[config.mk]
export PLATFORM = sky130hd
export DESIGN_NAME = fmm_ctrl
export DESIGN_NICKNAME = d
export VERILOG_FILES = /design/src/design/fmm_pkg.sv /design/src/design/fmm_ctrl.sv
export SDC_FILE = /design/constraint.sdc
export NUM_CORES = 1
export LEC_CHECK = 0
export BUFFER_PORTS_ARGS = -buffer_cell sky130_fd_sc_hd__buf_4
export CORE_AREA = 4 4 41 43
export CTS_CLUSTER_SIZE = 28
export DETAILED_ROUTE_END_ITERATION = 8
export DIE_AREA = 0 0 45 47
export PLACE_DENSITY = 0.65
export SYNTH_ARGS = -nofsm -noshare
export SYNTH_HDL_FRONTEND = slang
export SYNTH_SLANG_ARGS = --single-unit
[constraint.sdc]
create_clock -name clock -period 1.4 [get_ports clock]
set_clock_uncertainty 0.15 [all_clocks]
set_input_delay 0.07 -clock clock [delete_from_list [all_inputs] [get_ports clock]]
set_output_delay 0.07 -clock clock [all_outputs]
set_load 0.01 [all_outputs]
[src/design/fmm_pkg.sv]
// Shared types and constants of the float matrix multiply unit.
package fmm_pkg;

   // Item operation codes.
   typedef enum logic [1:0] {
      OP_LOAD_FIRST  = 2'd0,
      OP_LOAD_SECOND = 2'd1,
      OP_COMPUTE     = 2'd2,
      OP_UNUSED      = 2'd3
   } opcode_type;

   // Controller states: one inner step walks READ through ADD_ROUND.
   typedef enum logic [3:0] {
      ST_IDLE,
      ST_READ,
      ST_MUL_PREP,
      ST_MUL_PROD,
      ST_MUL_NORM,
      ST_MUL_SHIFT,
      ST_MUL_ROUND,
      ST_ADD_ALIGN,
      ST_ADD_SUM,
      ST_ADD_NORM,
      ST_ADD_SHIFT,
      ST_ADD_ROUND,
      ST_DONE
   } state_type;

   // Commands from the controller to the datapath.
   typedef struct packed {
      logic accept;
      logic read_operands;
      logic mul_prep;
      logic mul_prod;
      logic mul_norm;
      logic add_align;
      logic add_sum;
      logic add_norm;
      logic rnd_shift;
      logic rnd_final;
      logic rnd_to_sum;
      logic step_next;
      logic emit;
   } ctrl_cmd_type;

   // Status from the datapath to the controller.
   typedef struct packed {
      logic compute_req;
      logic in_range;
      logic inner_empty;
      logic last_step;
   } ctrl_status_type;

   // Width of the size registers.
   localparam int SIZE_W = 7;

   // Register indexes on the configuration port.
   localparam logic [1:0] REG_ROW_COUNT    = 2'd0;
   localparam logic [1:0] REG_INNER_SIZE   = 2'd1;
   localparam logic [1:0] REG_COLUMN_COUNT = 2'd2;
   localparam logic [SIZE_W-1:0] SIZE_RESET = 7'd64;

   // Result status codes.
   localparam logic STATUS_OK    = 1'b0;
   localparam logic STATUS_RANGE = 1'b1;

   // Binary32 constants.
   localparam logic [31:0] FP_ZERO        = 32'h0000_0000;
   localparam logic [31:0] FP_DEFAULT_NAN = 32'hFFC0_0000;
   localparam logic [31:0] FP_QUIET_BIT   = 32'h0040_0000;

endpackage

[src/design/fmm_ctrl.sv]
// Sequencing state machine of the float matrix multiply unit.
module fmm_ctrl (
   input  logic                    clock,
   input  logic                    reset,
   input  logic                    start,
   output logic                    busy,
   input  fmm_pkg::ctrl_status_type status,
   output fmm_pkg::ctrl_cmd_type    cmd
);

   fmm_pkg::state_type state_ff;
   fmm_pkg::state_type state_in;

   // State register.
   always_ff @(posedge clock) begin
      if (reset) begin
         state_ff <= fmm_pkg::ST_IDLE;
      end else begin
         state_ff <= state_in;
      end
   end

   // Next state and commands.
   always_comb begin
      state_in = state_ff;
      cmd      = '0;
      case (state_ff)
         fmm_pkg::ST_IDLE: begin
            cmd.accept = start;
            if (start && status.compute_req) begin
               if (!status.in_range || status.inner_empty) begin
                  state_in = fmm_pkg::ST_DONE;
               end else begin
                  state_in = fmm_pkg::ST_READ;
               end
            end
         end
         fmm_pkg::ST_READ: begin
            cmd.read_operands = 1'b1;
            state_in = fmm_pkg::ST_MUL_PREP;
         end
         fmm_pkg::ST_MUL_PREP: begin
            cmd.mul_prep = 1'b1;
            state_in = fmm_pkg::ST_MUL_PROD;
         end
         fmm_pkg::ST_MUL_PROD: begin
            cmd.mul_prod = 1'b1;
            state_in = fmm_pkg::ST_MUL_NORM;
         end
         fmm_pkg::ST_MUL_NORM: begin
            cmd.mul_norm = 1'b1;
            state_in = fmm_pkg::ST_MUL_SHIFT;
         end
         fmm_pkg::ST_MUL_SHIFT: begin
            cmd.rnd_shift = 1'b1;
            state_in = fmm_pkg::ST_MUL_ROUND;
         end
         fmm_pkg::ST_MUL_ROUND: begin
            cmd.rnd_final = 1'b1;
            state_in = fmm_pkg::ST_ADD_ALIGN;
         end
         fmm_pkg::ST_ADD_ALIGN: begin
            cmd.add_align = 1'b1;
            state_in = fmm_pkg::ST_ADD_SUM;
         end
         fmm_pkg::ST_ADD_SUM: begin
            cmd.add_sum = 1'b1;
            state_in = fmm_pkg::ST_ADD_NORM;
         end
         fmm_pkg::ST_ADD_NORM: begin
            cmd.add_norm = 1'b1;
            state_in = fmm_pkg::ST_ADD_SHIFT;
         end
         fmm_pkg::ST_ADD_SHIFT: begin
            cmd.rnd_shift = 1'b1;
            state_in = fmm_pkg::ST_ADD_ROUND;
         end
         fmm_pkg::ST_ADD_ROUND: begin
            cmd.rnd_final  = 1'b1;
            cmd.rnd_to_sum = 1'b1;
            cmd.step_next  = 1'b1;
            if (status.last_step) begin
               state_in = fmm_pkg::ST_DONE;
            end else begin
               state_in = fmm_pkg::ST_READ;
            end
         end
         fmm_pkg::ST_DONE: begin
            cmd.emit = 1'b1;
            state_in = fmm_pkg::ST_IDLE;
         end
         default: begin
            state_in = fmm_pkg::ST_IDLE;
         end
      endcase
   end

   assign busy = (state_ff != fmm_pkg::ST_IDLE);

endmodule

# Yosys cells after proc, flatten, opt, wreduce, memory -nomap -nowiden
# Index checks and enable logic that the tools add are counted.
# word_totals
out_inout_bits	14
inputBits	7
ff_bits	4
# op_classes
n_reduce_logical	7
eq_ne	13
mux	16
# op_table
operator	count
4-bit one-hot mux with 12 select lines	1
4-bit equality test (second input constant)	5
4-bit by 3-bit equality test with 1-bit output (second input constant)	4
4-bit two-way mux	3
1-bit two-way mux	11
4-bit by 2-bit equality test with 1-bit output (second input constant)	2
4-bit by 1-bit equality test with 1-bit output (second input constant)	1
4-bit logical NOT	1
4-bit nonzero test	1
2-bit OR reduction	2
2-bit two-way mux	1
2-bit inequality test (second input constant)	1
1-bit logical AND	1
1-bit logical NOT	1
1-bit logical OR	1

# Logic depth before layout (Yosys ltp)
# Gate-level depths: netlist of run 1.
# depth
depth_word	5
depth_mapped	4
mapped_depth_nobuf	3

# Least setup slack after synthesis of run 1
# OpenSTA, ideal clock, no wires.
# synth_path
path_type	register -> register
startpoint	register state_ff[0]
endpoint	register state_ff[0]
setup_ns	0.130
path_slack_ns	0.146
t_arrival_ns	0.974
path_stages_with_launch	5
path_buffers	1
synth_period_minus_slack_ns	1.254
path_cell_list	dfxtp_1 > buf_6 > nor4_4 > a221o_1 > a21oi_1
# synth_via
elab_chain_len	2
elab_cells_between_ends	14
cone_classes	eq/ne: 12; mux: 1; reduce/logical: 1
# synth_rtl
item	line	source
start, declared	fmm_ctrl.sv:11	fmm_pkg::state_type state_ff;
start signal, assigned	fmm_ctrl.sv:17	state_ff <= fmm_pkg::ST_IDLE;
start signal, assigned	fmm_ctrl.sv:19	state_ff <= state_in;
4-bit equality test, or another cell as far along	fmm_ctrl.sv:27	case (state_ff)
4-bit one-hot mux with 12 select lines / 2-bit inequality test (equally long branches)	-	
# Several ways; a longest one is shown, not always the timed one.
# A chain may end at the register's enable or synchronous reset.

==> results of run 1 <==
==> routing by layer <==
metal,vias to the layer above,share of wire,global-route usage
met5,-,0,0
li1,228,-,-
met2,15,0.51,0.192
met3,0,0.089,0.0230
met4,0,0,0.0702
met1,189,0.40,0.0977
==> power by group <==
group          switching (W)  leakage [nW]  internal [W]
clock network      0.0000432        0.0138     0.0000956
registers           0.000101        0.0356      0.000181
logic               0.000325         0.261      0.000426
total               0.000469         0.310      0.000703
==> logic make-up (layout without fill, tap and decap cells) <==
logic type,Yosys count,after routing,share of synthesized area
and+or+nand+nor,24,24,0.406
AOI/OAI and AO/OA,10,10,0.199
buffers and inverters,8,38,0.148
DFF,4,4,0.220
muxes,1,1,0.0275
==> layout make-up <==
cell class	instances	area, µm²	share of cell area
inverters	3	11.3	0.0172
clock buffers	3	22.5	0.0344
repair buffers	32	249	0.380
multi-input cells	35	258	0.394
flip-flops and latches	4	95.1	0.145
well taps	15	18.8	0.0287
==> through the flow <==
step | worst slack [ns] | cell area, µm² | utilization | hold slack, ns | TNS, ns
global placement | 0.0690 | 551 | 0.423 | 0.115 | 0
detailed placement | 0.0489 | 551 | 0.423 | 0.114 | 0
finish | -0.00732 | 654 | 0.503 | 0.121 | -0.00732
CTS | -0.0150 | 616 | 0.473 | 0.102 | -0.0252
global route | -0.0748 | 654 | 0.503 | 0.139 | -0.257
floorplan | 0.146 | 364 | - | -0.00130 | 0
==> what timing repair did <==
item	CTS	global route
endpoints found under the hold margin	3	0
pin swaps	1	1
setup buffers	1	1
gates cloned	0	0
setup endpoints to repair	12	11
gates resized for setup	7	8
hold buffers	2	0
==> how the worst max path moves through the flow <==
stage	start	endpoint	slack [ns]	depth (start not counted)
2_1_floorplan	state_ff[0]$_SDFFE_PP0P_	state_ff[0]$_SDFFE_PP0P_	0.15	4
3_3_place_gp	state_ff[0]$_SDFFE_PP0P_	state_ff[0]$_SDFFE_PP0P_	0.07	3
3_5_place_dp	state_ff[0]$_SDFFE_PP0P_	state_ff[2]$_SDFFE_PP0P_	0.05	3
4_1_cts	state_ff[2]$_SDFFE_PP0P_	cmd[12]	-0.01	3
5_1_grt	state_ff[3]$_SDFFE_PP0P_	cmd[3]	-0.07	4
6_report	state_ff[3]$_SDFFE_PP0P_	cmd[3]	-0.007	4
==> worst max-delay path, cell delays in order, from the launching register on <==
cell and delay, ns:
dfxtp_4 0.37, nand2b_1 0.19, mux2i_1 0.15, and2_1 0.14
buf_4 0.11
==> cell usage in the layout (no fill, tap or decap) <==
cell type / Yosys / final
nand2b_4: 0 / 1
nand2_1: 3 / 3
or3_1: 1 / 1
nor3_2: 0 / 2
nand2_2: 1 / 1
nor2_1: 2 / 1
and2_1: 2 / 2
buf_4: 2 / 29
a31oi_1: 2 / 2
dfxtp_4: 0 / 4
nor2_2: 0 / 1
nor4_4: 1 / 1
a221o_1: 1 / 1
a211o_1: 1 / 1
nand2b_1: 4 / 4
a21oi_2: 0 / 1
inv_1: 3 / 3
and2b_1: 1 / 1
o21bai_1: 1 / 1
clkbuf_4: 0 / 3
mux2i_1: 1 / 1
o22ai_2: 0 / 1
buf_6: 2 / 1
nand3_1: 1 / 1
nor3_1: 6 / 4
a21oi_1: 2 / 1
a221oi_1: 1 / 1
o41ai_1: 1 / 1
dlygate4sd3_1: 0 / 2
nor2b_1: 1 / 1
==> results.tsv, run 1 <==
metric	value	unit
status	finished with violations	
violations	setup timing	
grt_pass1_vias	405	
finalHoldViolCount	0	
place.gp.congestion	0.928	
top_register	state_ff	
hold_depth	4	
clk_latency	0.23	ns
hold_start	status[3]	
fp.coreArea	1300	µm²
synth_cell_types	26	
setup_ws	-0.00732	ns
avgRoutedWirePerCell	11.3	µm
dieArea	2120	µm²
worstMarginPinSlew	0.373	ns
dp.cells	85	
cts.htree.levels	1	
grt_max_degree	9	
synth_warnings	0	
slew_violations	0	
nFillCells	129	
antenna_left	0	
viasPerCell	4.70	
synth_top_area_frac	0.220	
dieWidth	45	µm
io_buffer_count	20	
diodes	0	
grtUsageTotal	0.102	
rows	13	
syn_area	364	µm²
dr.pass1.iters	3	
antenna_found_initial	0	
path_clk_slew	0.04	ns
cts_root_buf	clkbuf_4	
synth_top_area_cell	dfxtp_1	
totalWireLength	1040	µm
globalRoute.totalOverflow	0	
route.vias.total	432	
cts.path.max_buffers	2	
initial_utilization	0.280	
ir_drop	0.962	mV
async_flop_share	0	
reg_top3	state_ff x4	
layout-drive-gt1-share	0.584	
synth_ff_type	dfxtp_1	
holdCritPathClass	in2reg	
synth_enable_flop_cells	0	
r2r-end	state_ff[2]$_SDFFE_PP0P_	
syn-num-nets	54	
syn_to_final_growth	79.7	%
postSynthCellCount	47	
critical_path_arrival	1.19	ns
io_pins	21	
synth.avg_cell_area	7.75	µm²
leakage	0.310	nW
min_period	1.41	ns
slew_headroom	0.748	
place_hpwl	824	µm
rr_worst_depth	4	
final_cells	92	
synth.most_common_cell	nor3_1	
worstSetupStartpointType	register	
ys_ff_latch	4	
setup_viol	1	
cp-end-kind	primary output	
grt_pass1_wl	1590	µm
first_iter_violations	4	
path_class	reg2out	
cts_num_sinks	4	
cp_max_fo	6	
total_power	0.00117	W
ys_top_cells_by_area	dfxtp_1 22%, nor3_1 8.2%, nand2b_1 6.9%, buf_6 6.2%, nor4_4 5.8%	
die_h	47	µm
cap_violations	0	
yosysSeqAreaShare	0.220	
synthTopCellsByCount	6 x nor3_1, 4 x dfxtp_1, 4 x nand2b_1, 3 x inv_1, 3 x nand2_1	
fin_crit_sh	1.01	
max_freq	0.711	GHz
numCtsBuffers	3	
cts_tree	yes	
rsz0062_at_grt	yes	
nNetsFinal	86	
r2r-start	state_ff[2]$_SDFFE_PP0P_	
power.density	1790	nW/µm²
drc	0	
min_to	state_ff[0]$_SDFFE_PP0P_	
rrSetupSlack	0.04	ns
cp.required	1.18	ns
largest_reg_flops	4	
Note: power is estimated with default switching activity, not from simulation.
==> run 2: changes to the inputs <==
--- a/config.mk
+++ b/config.mk
@@ -7,6 +7,7 @@
 export LEC_CHECK = 0
 export BUFFER_PORTS_ARGS = -buffer_cell sky130_fd_sc_hd__buf_4
 export CORE_AREA = 4 4 41 43
+export CTS_BUF_LIST = sky130_fd_sc_hd__clkbuf_8
 export CTS_CLUSTER_SIZE = 28
 export DETAILED_ROUTE_END_ITERATION = 8
 export DIE_AREA = 0 0 45 47
==> results.tsv, run 2 (synthesis results as in run 1) <==
metric	value	unit	change
status	finished with violations		
violations	setup timing		
final_common_cell	buf_4		
worstSetupStartpointType	register		
layout-drive-gt1-share	0.560		-0.0244
setup_viol	1		unchanged
syn_to_final_growth	77.0	%	
layout_common_cells	29 x buf_4, 5 x nor3_1, 4 x nand2b_1, 4 x dfxtp_4		
fin_crit_sh	1.00		-0.00429
fin_util	0.495		-0.00769
leakage	0.305	nW	-1.7%
pwr-share-clk	0.191		+0.073
cts.htree.levels	1		unchanged
antenna_found_initial	0		unchanged
comb_power_share	0.579		-0.062
first_iter_violations	10		+6
min_period	1.40	ns	-0.00601 ns
globalRoute.totalOverflow	0		unchanged
largest_reg_flops	4		unchanged
initial_utilization	0.280		unchanged
nNetsFinal	84		-2.3%
reg_top3	state_ff x4		
cp.required	1.18	ns	about the same
clk_latency	0.21	ns	-0.02 ns
cp_slowest_stage_delay	0.36	ns	about the same
cap_violations	0		unchanged
max_freq	0.714	GHz	+0.43%
grt_pass1_vias	430		+6.2%
crit_path_top_delay_cell	dfxtp_4		
worstMarginPinSlew	0.423	ns	+0.0505 ns
cts_num_sinks	4		unchanged
grt_pass1_wl	1730	µm	+8.7%
place_area	551	µm²	unchanged
numCtsBuffers	3		unchanged
totalWireLength	1120	µm	+7.1%
grt_max_degree	9		unchanged
io_pins	21		unchanged
design_area	644	µm²	-1.5%
p_seq_frac	0.230		-0.011
netSwitchingFraction	0.384		-0.0157
avgRoutedWirePerCell	12.4	µm	+9.5%
antenna_left	0		unchanged
path_cells	nand2b_1 > mux2i_1 > and2_1 > buf_4		
cp_max_fo	6		unchanged
dieArea	2120	µm²	unchanged
rows	13		unchanged
place.gp.congestion	0.928		unchanged
cts_tree	yes		
hold-worst-slack	0.0417	ns	-0.0793 ns
io_buffer_count	20		unchanged
final_cells	90		-2.2%
crit_buf_inv	1		unchanged
power.density	1920	nW/µm²	+7.0%
route.vias.total	451		+4.4%
diodes	0		unchanged
die_h	47	µm	unchanged
cp-end-kind	primary output		
dp.cells	85		unchanged
cts_root_buf	clkbuf_8		
p_sw	0.000475	W	+1.3%
crit_family	flip-flops		
dieWidth	45	µm	unchanged
critical_path_arrival	1.18	ns	about the same
holdCritPathClass	in2reg		
place_hpwl	824	µm	unchanged
setup_ws	-0.00131	ns	+0.00601 ns
ir_drop	0.970	mV	+0.87%
path_class	reg2out		
fp.coreArea	1300	µm²	unchanged
internal_power	0.000760	W	+8.1%
viasPerCell	5.01		+6.7%
slew_headroom	0.714		-0.0341
finalHoldViolCount	0		unchanged
path_clk_slew	0.03	ns	about the same
grtUsageTotal	0.115		+0.0134
rsz0062_at_grt	yes		
top_register	state_ff		
slew_violations	0		unchanged
drc	0		unchanged
dr.pass1.iters	4		+1
cts.path.max_buffers	2		unchanged
-- run 2: tightest hold or removal path, delay by kind of cell --
| family | cells | cell delay (ns) |
|---|---|---|
| and+or+nand+nor | 1 | 0.14 |
| AOI/OAI and AO/OA | 1 | 0.06 |
| buffers and inverters | 1 | 0.09 |
-- run 2: what timing repair did --
action / 4_1_cts / 5_1_grt
buffers inserted: 1 / 0
setup endpoints to repair: 12 / 9
resized for setup: 6 / 6
pin swaps: 1 / 1
hold buffers: 1 / 0
endpoints found under the hold margin: 1 / 0
cloned: 0 / 0
-- run 2: final timing paths --
path	start	to	slack, ns	cells past startpoint
max	state_ff[3]$_SDFFE_PP0P_	cmd[3]	-0.001	4
min	status[0]	state_ff[0]$_SDFFE_PP0P_	0.04	3
max reg2reg	state_ff[3]$_SDFFE_PP0P_	state_ff[2]$_SDFFE_PP0P_	0.02	4
min reg2reg	state_ff[0]$_SDFFE_PP0P_	state_ff[3]$_SDFFE_PP0P_	0.44	2
-- run 2: per-layer routing --
metal  track usage  wire (µm)  vias to the layer above
met1         0.109        396                      197
met4        0.0877          0                        0
met3        0.0307        112                        0
met5             0          0                        -
li1              -          -                      224
met2         0.212        608                       30
-- run 2: final cells by class --
type | count | area, µm²
sequential | 4 | 95.1
tap | 15 | 18.8
clock buffer | 3 | 41.3
timing repair buffer | 30 | 228
fill | 127 | 657
multi-input combinational | 35 | 250
inverter | 3 | 11.3
-- run 2: power by group through the flow --
stage          combinational (W)  sequential, W  clock, W
2_1_floorplan           0.000470       0.000185         0
3_3_place_gp            0.000635       0.000253         0
3_5_place_dp            0.000639       0.000258         0
4_1_cts                 0.000686       0.000273  0.000243
5_1_grt                 0.000775       0.000296  0.000253
6_report                0.000715       0.000285  0.000236
-- run 2: through the flow --
| stage | setup WS (ns) | setup TNS [ns] | power (W) |
|---|---|---|---|
| after floorplan | 0.146 | 0 | 0.000655 |
| after detailed placement | 0.0489 | 0 | 0.000897 |
| after global routing | -0.0496 | -0.146 | 0.00132 |
| after global placement | 0.0690 | 0 | 0.000888 |
| after CTS | -0.00423 | -0.00423 | 0.00120 |
| final | -0.00131 | -0.00131 | 0.00124 |
